### src/cbpg_pkg.sv
// ----------------------------------------------------------------------------
// cbpg_pkg
// Shared constants and controller/datapath handshake types for the cubic
// Bezier point generator.
// ----------------------------------------------------------------------------
package cbpg_pkg;

  localparam int CoordW     = 16;
  localparam int SegW       = 7;
  localparam int IdxW       = 6;
  localparam int MinSeg     = 5;
  localparam int ResultCap  = 64;
  localparam int SegReset   = 10;
  // Dividend 65536 is 17 bits wide, so the serial divider runs 17 steps.
  localparam int DivSteps   = 17;
  localparam int DivCntW    = 5;

  typedef struct packed {
    logic load;
    logic div_step;
    logic wt0;
    logic wt1;
    logic wt2;
    logic mul;
    logic sum;
    logic acc;
    logic push;
  } cmd_t;

  typedef struct packed {
    logic div_done;
    logic last;
    logic out_free;
  } stat_t;

endpackage

### src/cbpg_ctrl.sv
// ----------------------------------------------------------------------------
// cbpg_ctrl
// Sequencer: per-curve step division, then seven phases per curve point.
// ----------------------------------------------------------------------------
module cbpg_ctrl (
  input  logic             clk_i,
  input  logic             rst_ni,
  input  logic             in_valid_i,
  output logic             in_stall_o,
  input  cbpg_pkg::stat_t  stat_i,
  output cbpg_pkg::cmd_t   cmd_o
);

  typedef enum logic [8:0] {
    S_IDLE = 9'b000000001,
    S_DIV  = 9'b000000010,
    S_WT0  = 9'b000000100,
    S_WT1  = 9'b000001000,
    S_WT2  = 9'b000010000,
    S_MUL  = 9'b000100000,
    S_SUM  = 9'b001000000,
    S_ACC  = 9'b010000000,
    S_PUSH = 9'b100000000
  } state_e;

  state_e state_q, state_d;

  assign in_stall_o = (state_q != S_IDLE);

  always_comb begin
    state_d = state_q;
    cmd_o   = '0;
    unique case (state_q)
      S_IDLE: begin
        if (in_valid_i) begin
          cmd_o.load = 1'b1;
          state_d    = S_DIV;
        end
      end
      S_DIV: begin
        cmd_o.div_step = 1'b1;
        if (stat_i.div_done) begin
          state_d = S_WT0;
        end
      end
      S_WT0: begin
        cmd_o.wt0 = 1'b1;
        state_d   = S_WT1;
      end
      S_WT1: begin
        cmd_o.wt1 = 1'b1;
        state_d   = S_WT2;
      end
      S_WT2: begin
        cmd_o.wt2 = 1'b1;
        state_d   = S_MUL;
      end
      S_MUL: begin
        cmd_o.mul = 1'b1;
        state_d   = S_SUM;
      end
      S_SUM: begin
        cmd_o.sum = 1'b1;
        state_d   = S_ACC;
      end
      S_ACC: begin
        cmd_o.acc = 1'b1;
        state_d   = S_PUSH;
      end
      S_PUSH: begin
        // hold the finished point until the output register frees up
        if (stat_i.out_free) begin
          cmd_o.push = 1'b1;
          state_d    = stat_i.last ? S_IDLE : S_WT0;
        end
      end
      default: begin
        state_d = S_IDLE;
      end
    endcase
  end

  always_ff @(posedge clk_i or negedge rst_ni) begin
    if (!rst_ni) begin
      state_q <= S_IDLE;
    end else begin
      state_q <= state_d;
    end
  end

endmodule

### config.mk
export PLATFORM = sky130hd
export DESIGN_NAME = cbpg_ctrl
export DESIGN_NICKNAME = d
export VERILOG_FILES = /design/src/cbpg_pkg.sv /design/src/cbpg_ctrl.sv
export SDC_FILE = /design/constraint.sdc
export NUM_CORES = 1
export LEC_CHECK = 0
export BUFFER_PORTS_ARGS = -buffer_cell sky130_fd_sc_hd__buf_4
export CORE_ASPECT_RATIO = 0.75
export CORE_MARGIN = 8
export CORE_UTILIZATION = 30
export DETAILED_ROUTE_END_ITERATION = 10
export PLACE_DENSITY = 0.51
export SLEW_MARGIN = 20
export SYNTH_ARGS = -nofsm -noshare
export SYNTH_HDL_FRONTEND = slang
export SYNTH_SLANG_ARGS = --single-unit
### constraint.sdc
create_clock -name clk_i -period 2.1 [get_ports clk_i]
set_input_delay 0.42 -clock clk_i [delete_from_list [all_inputs] [get_ports clk_i]]
set_output_delay 0.42 -clock clk_i [all_outputs]
set_load 0.02 [all_outputs]
==> results of run 1 <==
-- final cells by class --
cell class                      count  area, um^2  area share, %
Multi-Input combinational cell     48         373           41.7
Sequential cell                     9         229           25.6
Timing Repair Buffer               28         213           23.8
Tap cell                           24        30.0           3.36
Clock buffer                        4        26.3           2.94
Inverter                            6        22.5           2.52
-- per-layer routing --
| metal | GRT usage, % | up-vias | wire length [um] |
|---|---|---|---|
| met4 | 4.29 | 0 | 31 |
| met3 | 3.22 | 5 | 71 |
| met2 | 12.1 | 19 | 740 |
| li1 | - | 301 | - |
| met5 | 0 | - | 0 |
| met1 | 13.5 | 274 | 902 |
-- final timing paths --
check | startpoint | to | slack, ns | cells past startpoint
worst max-delay path | state_q[2]$_DFFE_PN0P_ | cmd_o[1] | 0.05 | 4
worst min-delay path | stat_i[2] | state_q[2]$_DFFE_PN0P_ | 0.45 | 3
worst max register to register | state_q[7]$_DFFE_PN0P_ | state_q[8]$_DFFE_PN0P_ | 0.55 | 6
worst min register to register | state_q[7]$_DFFE_PN0P_ | state_q[7]$_DFFE_PN0P_ | 0.57 | 1
max in group asynchronous | rst_ni | state_q[0]$_DFFE_PN1P_ | 1.37 | 2
min in group asynchronous | rst_ni | state_q[6]$_DFFE_PN0P_ | 0.51 | 2
-- critical path: stages (launching register included) --
cell,delay [ns]
dfrtp_2,0.43
nor4_4,0.33
nand2_2,0.16
nor4b_4,0.25
buf_4,0.19
-- cell families after synthesis --
logic type	Yosys count	synth area share [%]
simple gates	35	41.9
compound gates	12	12.1
buf+inv	10	8.55
flops	9	36.0
xor+xnor	1	1.39
-- cells in the mapped netlist (all sizes together) --
master	number	area, um^2
o21ai	3	15.0
nor2	8	32.5
nor3b	1	7.51
nor3	2	10.0
a21o	1	7.51
dfstp	1	26.3
clkbuf	1	5.00
and4b	1	10.0
o211ai	2	15.0
a21oi	3	15.0
nor4	2	42.5
a2bb2oi	1	8.76
nand4	2	12.5
nand2	2	10.0
and3	2	12.5
and2	1	6.26
and4	2	17.5
buf	3	26.3
o21a	2	15.0
xor2	1	8.76
nand3	2	10.0
dfrtp	8	200
nand4b	1	8.76
inv	6	22.5
nor2b	4	25.0
nor4b	5	58.8
-- what timing repair did --
item,4_1_cts,5_1_grt
setup buffers,2,6
resized for setup,3,4
setup endpoints to repair,3,6
hold buffers,1,0
hold endpoints to repair,8,0
cloned,0,0
pin swaps,3,5
-- layout by cell type (no fill, tap or decap), drive strengths merged --
| master | netlist | final |
|---|---|---|
| nor2 | 8 | 8 |
| o21ai | 3 | 3 |
| nand2 | 2 | 2 |
| nand4 | 2 | 2 |
| nand3 | 2 | 2 |
| dfstp | 1 | 1 |
| nor4b | 5 | 5 |
| and4b | 1 | 1 |
| a2bb2oi | 1 | 1 |
| o211ai | 2 | 2 |
| and3 | 2 | 2 |
| nand4b | 1 | 1 |
| xor2 | 1 | 1 |
| o21a | 2 | 2 |
| nor3b | 1 | 1 |
| inv | 6 | 6 |
| dlygate4sd3 | 0 | 1 |
| clkbuf | 1 | 4 |
| nor2b | 4 | 4 |
| a21o | 1 | 1 |
| a21oi | 3 | 3 |
| nor3 | 2 | 2 |
| and4 | 2 | 2 |
| nor4 | 2 | 2 |
| buf | 3 | 27 |
| dfrtp | 8 | 8 |
| and2 | 1 | 1 |
-- power groups by stage --
| stage | sequential [mW] | combinational, mW | clock [mW] |
|---|---|---|---|
| 4_1_cts | 0.264 | 0.403 | 0.145 |
| 6_report | 0.265 | 0.478 | 0.136 |
| 2_1_floorplan | 0.255 | 0.263 | 0 |
| 3_3_place_gp | 0.269 | 0.360 | 0 |
| 3_5_place_dp | 0.267 | 0.362 | 0 |
| 5_1_grt | 0.269 | 0.512 | 0.156 |
-- through the flow --
stage               setup slack, ns  setup TNS, ns
finish                       0.0517              0
global route                -0.0499         -0.117
CTS                         0.00320              0
detailed placement            0.182              0
global placement              0.246              0
floorplan                   -0.0104        -0.0208
==> results.toml, run 1 <==
[clock_tree]
cts.reportedPaths.clkPinSlew_ns = 0.06
clock_sinks = 9
clockBufferDepth = 2
clk_latency_ns = 0.26
numCtsBuffers = 3
tritoncts = "yes"
root_buffer = "clkbuf_4"
htreeDepth = 1

[pwr]
p_int_mw = 0.528
total_power_mw = 0.879
p_leak_nw = 0.450
clkPwrFrac_pct = 15.5
sw_frac_of_total_pct = 39.9
vdd_ir_drop_max_uv = 474
power_density_nw_per_um2 = 984
p_switching_mw = 0.351
p_seq_share_pct = 30.1
comb_power_share_pct = 54.4

[cells_and_area]
fin_util_pct = 44.7
syn_to_final_growth_pct = 41.9
instances_no_fill = 119
final_area_um2 = 893
n_antenna_cell = 0
layout.nets = 102
layout-drive-gt1-share_pct = 45.3
largest_register = "state_q"
largest_reg_flops = 9
reg.largest.list = "state_q: 9 flops"
nFillCells = 215

[route]
routed_wl_um = 1750
drc = 0
dr.pass1.iters = 4
dr_total_vias = 599
routedWlPerCell_um = 14.7
post_drt_via_cell_ratio = 5.03
final_antenna_net_count = 0
drtIter0Drc = 25

[sta]
fin_hold_ws_ns = 0.449
clock_skew_ns = 0.00401
hold_viol_final = 0
finalCritPeriodShare_pct = 97.5
fmax_mhz = 488
slew_viol_final = 0
relSlewSlack_pct = 80.9
worstMarginPinSlew_ns = 0.284
layout_min_cycle_time_ns = 2.05
rsz0062_at_grt = "true"
finalSetupViolCount = 0

[global_route]
grt_max_degree = 12
globalRouteTotalUtil_pct = 9.44
overflow = 0
grt_pass1_wl_um = 2820
grt_pass1_vias = 583
antenna_found_initial = 0

[synthesis]
yosysUniqueCellTypes = 30
yosysWarningCount = 0
ys_seq_area_share_pct = 36.0
syn_nets = 73
avgSynthCellArea_um2 = 9.39
netlist_instances = 67
ys_ff_latch = 9
syn-cell-area_um2 = 629

[outcome]
status = "completed"

[placed_design]
dpl.cell_count = 106
placed_area_um2 = 771
dp_hpwl_um = 1240
routabilityCongestion = 0.773
numPortBuffers = 15

[floorplanning]
fp-row-count = 14
die_x_um = 68.9
die_h_um = 55.7
ios = 16
die_area_um2 = 3830
floorplan.initialDensity_pct = 31.5
core_um2 = 2000

[critical_path]
cp_max_fo = 4
crit_arrival_ns = 1.63
path_class = "reg -> out"
setup.worst_path.start_class = "flop"
worstPathRequired_ns = 1.68
end_kind = "output pin"

[run]
drv_cap = 0

[min_path]
hp-class = "in -> reg"
No activity file was read; power rests on OpenSTA's default activity.
==> run 2, diff against run 1 <==
--- a/config.mk
+++ b/config.mk
@@ -7,8 +7,8 @@
 export LEC_CHECK = 0
 export BUFFER_PORTS_ARGS = -buffer_cell sky130_fd_sc_hd__buf_4
 export CORE_ASPECT_RATIO = 0.75
-export CORE_MARGIN = 8
 export CORE_UTILIZATION = 30
+export CTS_CLUSTER_DIAMETER = 30
 export DETAILED_ROUTE_END_ITERATION = 10
 export PLACE_DENSITY = 0.51
 export SLEW_MARGIN = 20
==> run 2 against run 1 <==
Compared with the run above: critical path depth unchanged; sequential cell count stayed put; register-to-register slack lost 0.04 ns; power shrank 4.8%; maximum frequency is 1.1% higher; core utilization grew 1.3 points; largest cell class unchanged; largest power group unchanged.
==> results.toml, run 2 (synthesis results as in run 1) <==
[floorplanning]
die_x_um = 54.9
core_um2 = 1850
ios = 16
die_area_um2 = 2290
fp-row-count = 13
die_h_um = 41.7
floorplan.initialDensity_pct = 33.9

[clock_tree]
tritoncts = "yes"
numCtsBuffers = 3
clk_latency_ns = 0.26
cts.reportedPaths.clkPinSlew_ns = 0.06
htreeDepth = 1
clock_sinks = 9
clockBufferDepth = 2
root_buffer = "clkbuf_4"

[cells_and_area]
layout.nets = 98
final_common_cell = "buf_4"
largest_reg_flops = 9
layout-drive-gt1-share_pct = 40.7
syn_to_final_growth_pct = 35.8
n_antenna_cell = 0
largest_register = "state_q"
reg.largest.list = "state_q: 9 flops"
layout_common_cells = "23 x buf_4, 7 x nor2_1, 6 x inv_1, 6 x dfrtp_1, 4 x nor2b_1"

[critical_path]
r2r_slack_ns = 0.51
cp_slowest_cell = "dfrtp_2"
crit_arrival_ns = 1.61
worstPathRequired_ns = 1.68
critPathTopFamily = "simple AND/OR/NAND/NOR gates"
cp_max_fo = 4
setup.worst_path.start_class = "flop"
reg2reg_depth = 6
crit_buf_inv = 1
end_kind = "output pin"
path_class = "reg -> out"
worstPathCellList = "nor4_4 > nand2_2 > nor4b_4 > buf_4"
r2r-start = "state_q[7]$_DFFE_PN0P_"
critical_path.max_stage_delay_ns = 0.44
r2r-end = "state_q[0]$_DFFE_PN1P_"

[run]
drv_cap = 0

[sta]
worstMarginPinSlew_ns = 0.293
fmax_mhz = 494
hold_viol_final = 0
finalCritPeriodShare_pct = 96.5
slew_viol_final = 0
fin_setup_tns_ns = 0
rsz0062_at_grt = "true"
layout_min_cycle_time_ns = 2.03
relSlewSlack_pct = 80.4
finalSetupViolCount = 0
fin_ws_ns = 0.0740
fin_hold_ws_ns = 0.435
clock_skew_ns = 0.00107

[placed_design]
numPortBuffers = 15
routabilityCongestion = 0.739
dp_slack_ns = 0.192
dp_hpwl_um = 1090

[global_route]
grt_max_degree = 12
grt_pass1_wl_um = 2510
overflow = 0
antenna_found_initial = 0
globalRouteTotalUtil_pct = 15.8
grt_pass1_vias = 531

[min_path]
hp-start = "stat_i[2]"
min_path_cells = 3
min_to = "state_q[2]$_DFFE_PN0P_"
hp-class = "in -> reg"

[route]
drtIter0Drc = 5
routed_wl_um = 1480
dr.pass1.iters = 4
dr_total_vias = 593
drc = 0
post_drt_via_cell_ratio = 5.25
final_antenna_net_count = 0
routedWlPerCell_um = 13.1

[pwr]
power_density_nw_per_um2 = 979
p_switching_mw = 0.335
p_leak_nw = 0.428
clkPwrFrac_pct = 15.9
sw_frac_of_total_pct = 40.1
p_seq_share_pct = 31.6
p_int_mw = 0.501
vdd_ir_drop_max_uv = 458
comb_power_share_pct = 52.4

[outcome]
status = "completed"
run 2: cell types whose count changed in the layout (fill, tap and decap cells not counted):
cell     delta
and4b_1     +1
buf_4       -4
nand3_2     -1
nand3_1     +1
and4b_2     -1
run 2: repair_timing:
| item | in CTS | in global routing |
|---|---|---|
| hold buffers | 1 | 0 |
| gates resized for setup | 2 | 3 |
| setup buffers | 2 | 2 |
| endpoints found under the setup margin | 3 | 4 |
| pin swaps | 1 | 3 |
| endpoints found under the hold margin | 8 | 0 |
run 2: per-stage QoR:
| stage | instance area, um^2 | power [mW] | instances | utilization, % |
|---|---|---|---|---|
| final | 855 | 0.836 | 113 | 46.1 |
| after global routing | 855 | 0.893 | 113 | 46.1 |
| after CTS | 827 | 0.806 | 111 | 44.6 |
| after detailed placement | 768 | 0.628 | 104 | 41.4 |
| after global placement | 768 | 0.625 | 104 | 41.4 |
| after floorplan | 629 | 0.518 | 67 | - |
run 2: power groups by stage:
stage | clock network, mW | logic [mW] | registers (mW)
floorplan | 0 | 0.263 | 0.255
global placement | 0 | 0.356 | 0.269
detailed placement | 0 | 0.358 | 0.270
CTS | 0.139 | 0.399 | 0.267
global route | 0.148 | 0.477 | 0.268
finish | 0.133 | 0.439 | 0.265
run 2: layer usage:
layer / share of wire [%] / vias to the layer above / wire length (um) / track usage, %
met2: 42 / 26 / 629 / 20.7
met5: 0 / - / 0 / 0
met3: 5.9 / 2 / 87 / 6.96
met4: 1.3 / 0 / 19 / 4.62
li1: - / 288 / - / -
met1: 50 / 277 / 747 / 22.6
run 2: how the worst max path moves through the flow:
stage | start | endpoint | depth (start not counted)
CTS | state_q[2]$_DFFE_PN0P_ | cmd_o[1] | 4
detailed placement | state_q[3]$_DFFE_PN0P_ | cmd_o[3] | 4
global route | state_q[1]$_DFFE_PN0P_ | cmd_o[1] | 4
global placement | state_q[3]$_DFFE_PN0P_ | cmd_o[1] | 4
floorplan | state_q[3]$_DFFE_PN0P_ | cmd_o[2] | 3
finish | state_q[1]$_DFFE_PN0P_ | cmd_o[1] | 4
run 2: tightest hold or removal path: stages:
cell and delay [ns]:
buf_4 0.09, a21oi_1 0.05, nor2_1 0.09
run 2: cell type report:
| class | instances | area, um^2 |
|---|---|---|
| sequential | 9 | 229 |
| tap | 22 | 27.5 |
| inverter | 6 | 22.5 |
| clock buffer | 4 | 26.3 |
| timing repair buffer | 24 | 183 |
| multi-input combinational | 48 | 367 |
| fill | 190 | 1000 |
==> run 3, diff against run 2 <==
==> constraint.sdc (replaced) <==
create_clock -name clk_i -period 2.5 [get_ports clk_i]
set_input_delay 0.5 -clock clk_i [delete_from_list [all_inputs] [get_ports clk_i]]
set_output_delay 0.5 -clock clk_i [all_outputs]
set_load 0.02 [all_outputs]
==> run 3 against run 2 <==
Compared with the run above: power is 24% lower; sequential power decreased by 15%; register-to-register slack improved by 0.30 ns; sequential share of layout area increased by 2.3 points; via count fell by 7.8%; clock power fell by 17%; global-route usage fell by 1.0 points; final cell count shrank 6.2%; core utilization fell by 4.0 points; critical path type unchanged; highest routed layer unchanged.
==> results.toml, run 3 (synthesis results as in run 1) <==
[clock_tree]
root_buffer = "clkbuf_4"
clk_latency_ns = 0.26
cts_setup_buffers = 0
clock_sinks = 9
tritoncts = "yes"
cts_hold_buf = 0
clockBufferDepth = 2
cts.reportedPaths.clkPinSlew_ns = 0.06
cts_resized = 0
htreeDepth = 1
numCtsBuffers = 3

[route]
dr.pass1.iters = 4
dr_total_vias = 547
drc = 0
top_layer = "met4"
final_antenna_net_count = 0
drt-met1-wl_um = 706
drtIter0Drc = 14
route.met3.wl_um = 81
routed_wl_um = 1380
routedWlPerCell_um = 13.0
routed-wl-met2_um = 577
post_drt_via_cell_ratio = 5.16

[cells_and_area]
regArea_um2 = 226
reg.largest.list = "state_q: 9 flops"
largest_reg_flops = 9
fin_util_pct = 42.0
layout.nets = 91
n_antenna_cell = 0
multi_input_area_um2 = 349
final_common_cell = "buf_4"
syn_to_final_growth_pct = 23.9
layout_common_cells = "17 x buf_4, 8 x dfrtp_1, 7 x nor2_1"
final_area_um2 = 779
layout-drive-gt1-share_pct = 31.0
largest_register = "state_q"
nFillCells = 201

[critical_path]
r2r-start = "state_q[6]$_DFFE_PN0P_"
end_kind = "output pin"
crit_arrival_ns = 1.79
cp_max_fo = 5
setup.worst_path.start_class = "flop"
worstPathCellList = "nor4_4 > nand2_2 > nor4b_1 > buf_4"
critical_path.max_stage_delay_ns = 0.44
worstPathRequired_ns = 2.00
reg2reg_depth = 6
r2r_slack_ns = 0.81
path_class = "reg -> out"
r2r-end = "state_q[0]$_DFFE_PN1P_"
cp_slowest_cell = "dfrtp_1"

[pwr]
p_int_mw = 0.375
sw_frac_of_total_pct = 41.0
p_switching_mw = 0.261
p_leak_nw = 0.394
comb_power_share_pct = 47.5
vdd_ir_drop_max_uv = 393
total_power_mw = 0.636
clkPwrFrac_pct = 17.3
power_density_nw_per_um2 = 816
p_seq_share_pct = 35.1

[floorplanning]
die_x_um = 54.9
floorplan.initialDensity_pct = 33.9
die_h_um = 41.7
core_um2 = 1850
die_area_um2 = 2290
ios = 16
fp-row-count = 13

[sta]
finalSetupViolCount = 0
fmax_mhz = 438
worstMarginPinSlew_ns = 0.353
layout_min_cycle_time_ns = 2.29
hold_viol_final = 0
rsz0062_at_grt = "false"
slew_viol_final = 0
clock_skew_ns = 0.00329
relSlewSlack_pct = 76.3
finalCritPeriodShare_pct = 91.4
fin_setup_tns_ns = 0

[run]
drv_cap = 0

[outcome]
status = "completed"

[global_route]
grt_pass1_vias = 516
grt_max_degree = 12
overflow = 0
antenna_found_initial = 0
globalRouteTotalUtil_pct = 14.7
grt_pass1_wl_um = 2360

[min_path]
hp-class = "in -> async"

[placed_design]
routabilityCongestion = 0.759
dp_hpwl_um = 1080
placed_area_um2 = 753
numPortBuffers = 15
## run 3: changes by cell type in the layout (fill, tap and decap cells not counted)
cell | previous run | this run
buf_4 | 23 | 17
dfrtp_1 | 6 | 8
dfrtp_2 | 2 | 0
dlygate4sd3_1 | 1 | 0
nand3_1 | 1 | 2
nand3_2 | 1 | 0
nor4b_1 | 2 | 4
nor4b_2 | 2 | 0
## run 3: cell type report
| cell class | instances | area share [%] |
|---|---|---|
| timing repair buffer | 17 | 16.4 |
| multi-input combinational | 48 | 44.8 |
| inverter | 6 | 2.89 |
| sequential | 9 | 29.1 |
| clock buffer | 4 | 3.37 |
| tap | 22 | 3.53 |
## run 3: power by group through the flow
stage | clock [mW] | combinational [mW] | sequential, mW
6_report | 0.110 | 0.302 | 0.224
5_1_grt | 0.125 | 0.330 | 0.230
4_1_cts | 0.115 | 0.303 | 0.223
3_5_place_dp | 0 | 0.301 | 0.225
3_3_place_gp | 0 | 0.299 | 0.226
2_1_floorplan | 0 | 0.221 | 0.214
## run 3: critical path, delay by kind of cell (launching register included)
family                 cells  cell delay (ns)
and+or+nand+nor            3             0.89
DFF                        1             0.44
buffers and inverters      1             0.20
## run 3: how the worst max path moves through the flow
stage	to	startpoint	slack, ns	cells after the start
finish	cmd_o[3]	state_q[3]$_DFFE_PN0P_	0.21	4
global route	cmd_o[2]	state_q[3]$_DFFE_PN0P_	0.12	4
CTS	cmd_o[3]	state_q[3]$_DFFE_PN0P_	0.21	4
detailed placement	cmd_o[3]	state_q[3]$_DFFE_PN0P_	0.51	4
global placement	cmd_o[1]	state_q[3]$_DFFE_PN0P_	0.57	4
floorplan	cmd_o[2]	state_q[3]$_DFFE_PN0P_	0.31	3
## run 3: stage by stage
| stage | setup WS (ns) | std cells | hold WS, ns |
|---|---|---|---|
| finish | 0.214 | 106 | 0.0517 |
| global route | 0.117 | 106 | 0.0436 |
| CTS | 0.209 | 106 | 0.0502 |
| detailed placement | 0.506 | 102 | 0.333 |
| global placement | 0.567 | 102 | 0.333 |
| floorplan | 0.310 | 67 | 0.204 |
## run 3: routing by layer
| layer | track usage [%] | vias up |
|---|---|---|
| met1 | 19.9 | 249 |
| met5 | 0 | - |
| met2 | 20.5 | 17 |
| li1 | - | 279 |
| met4 | 4.62 | 0 |
| met3 | 6.59 | 2 |
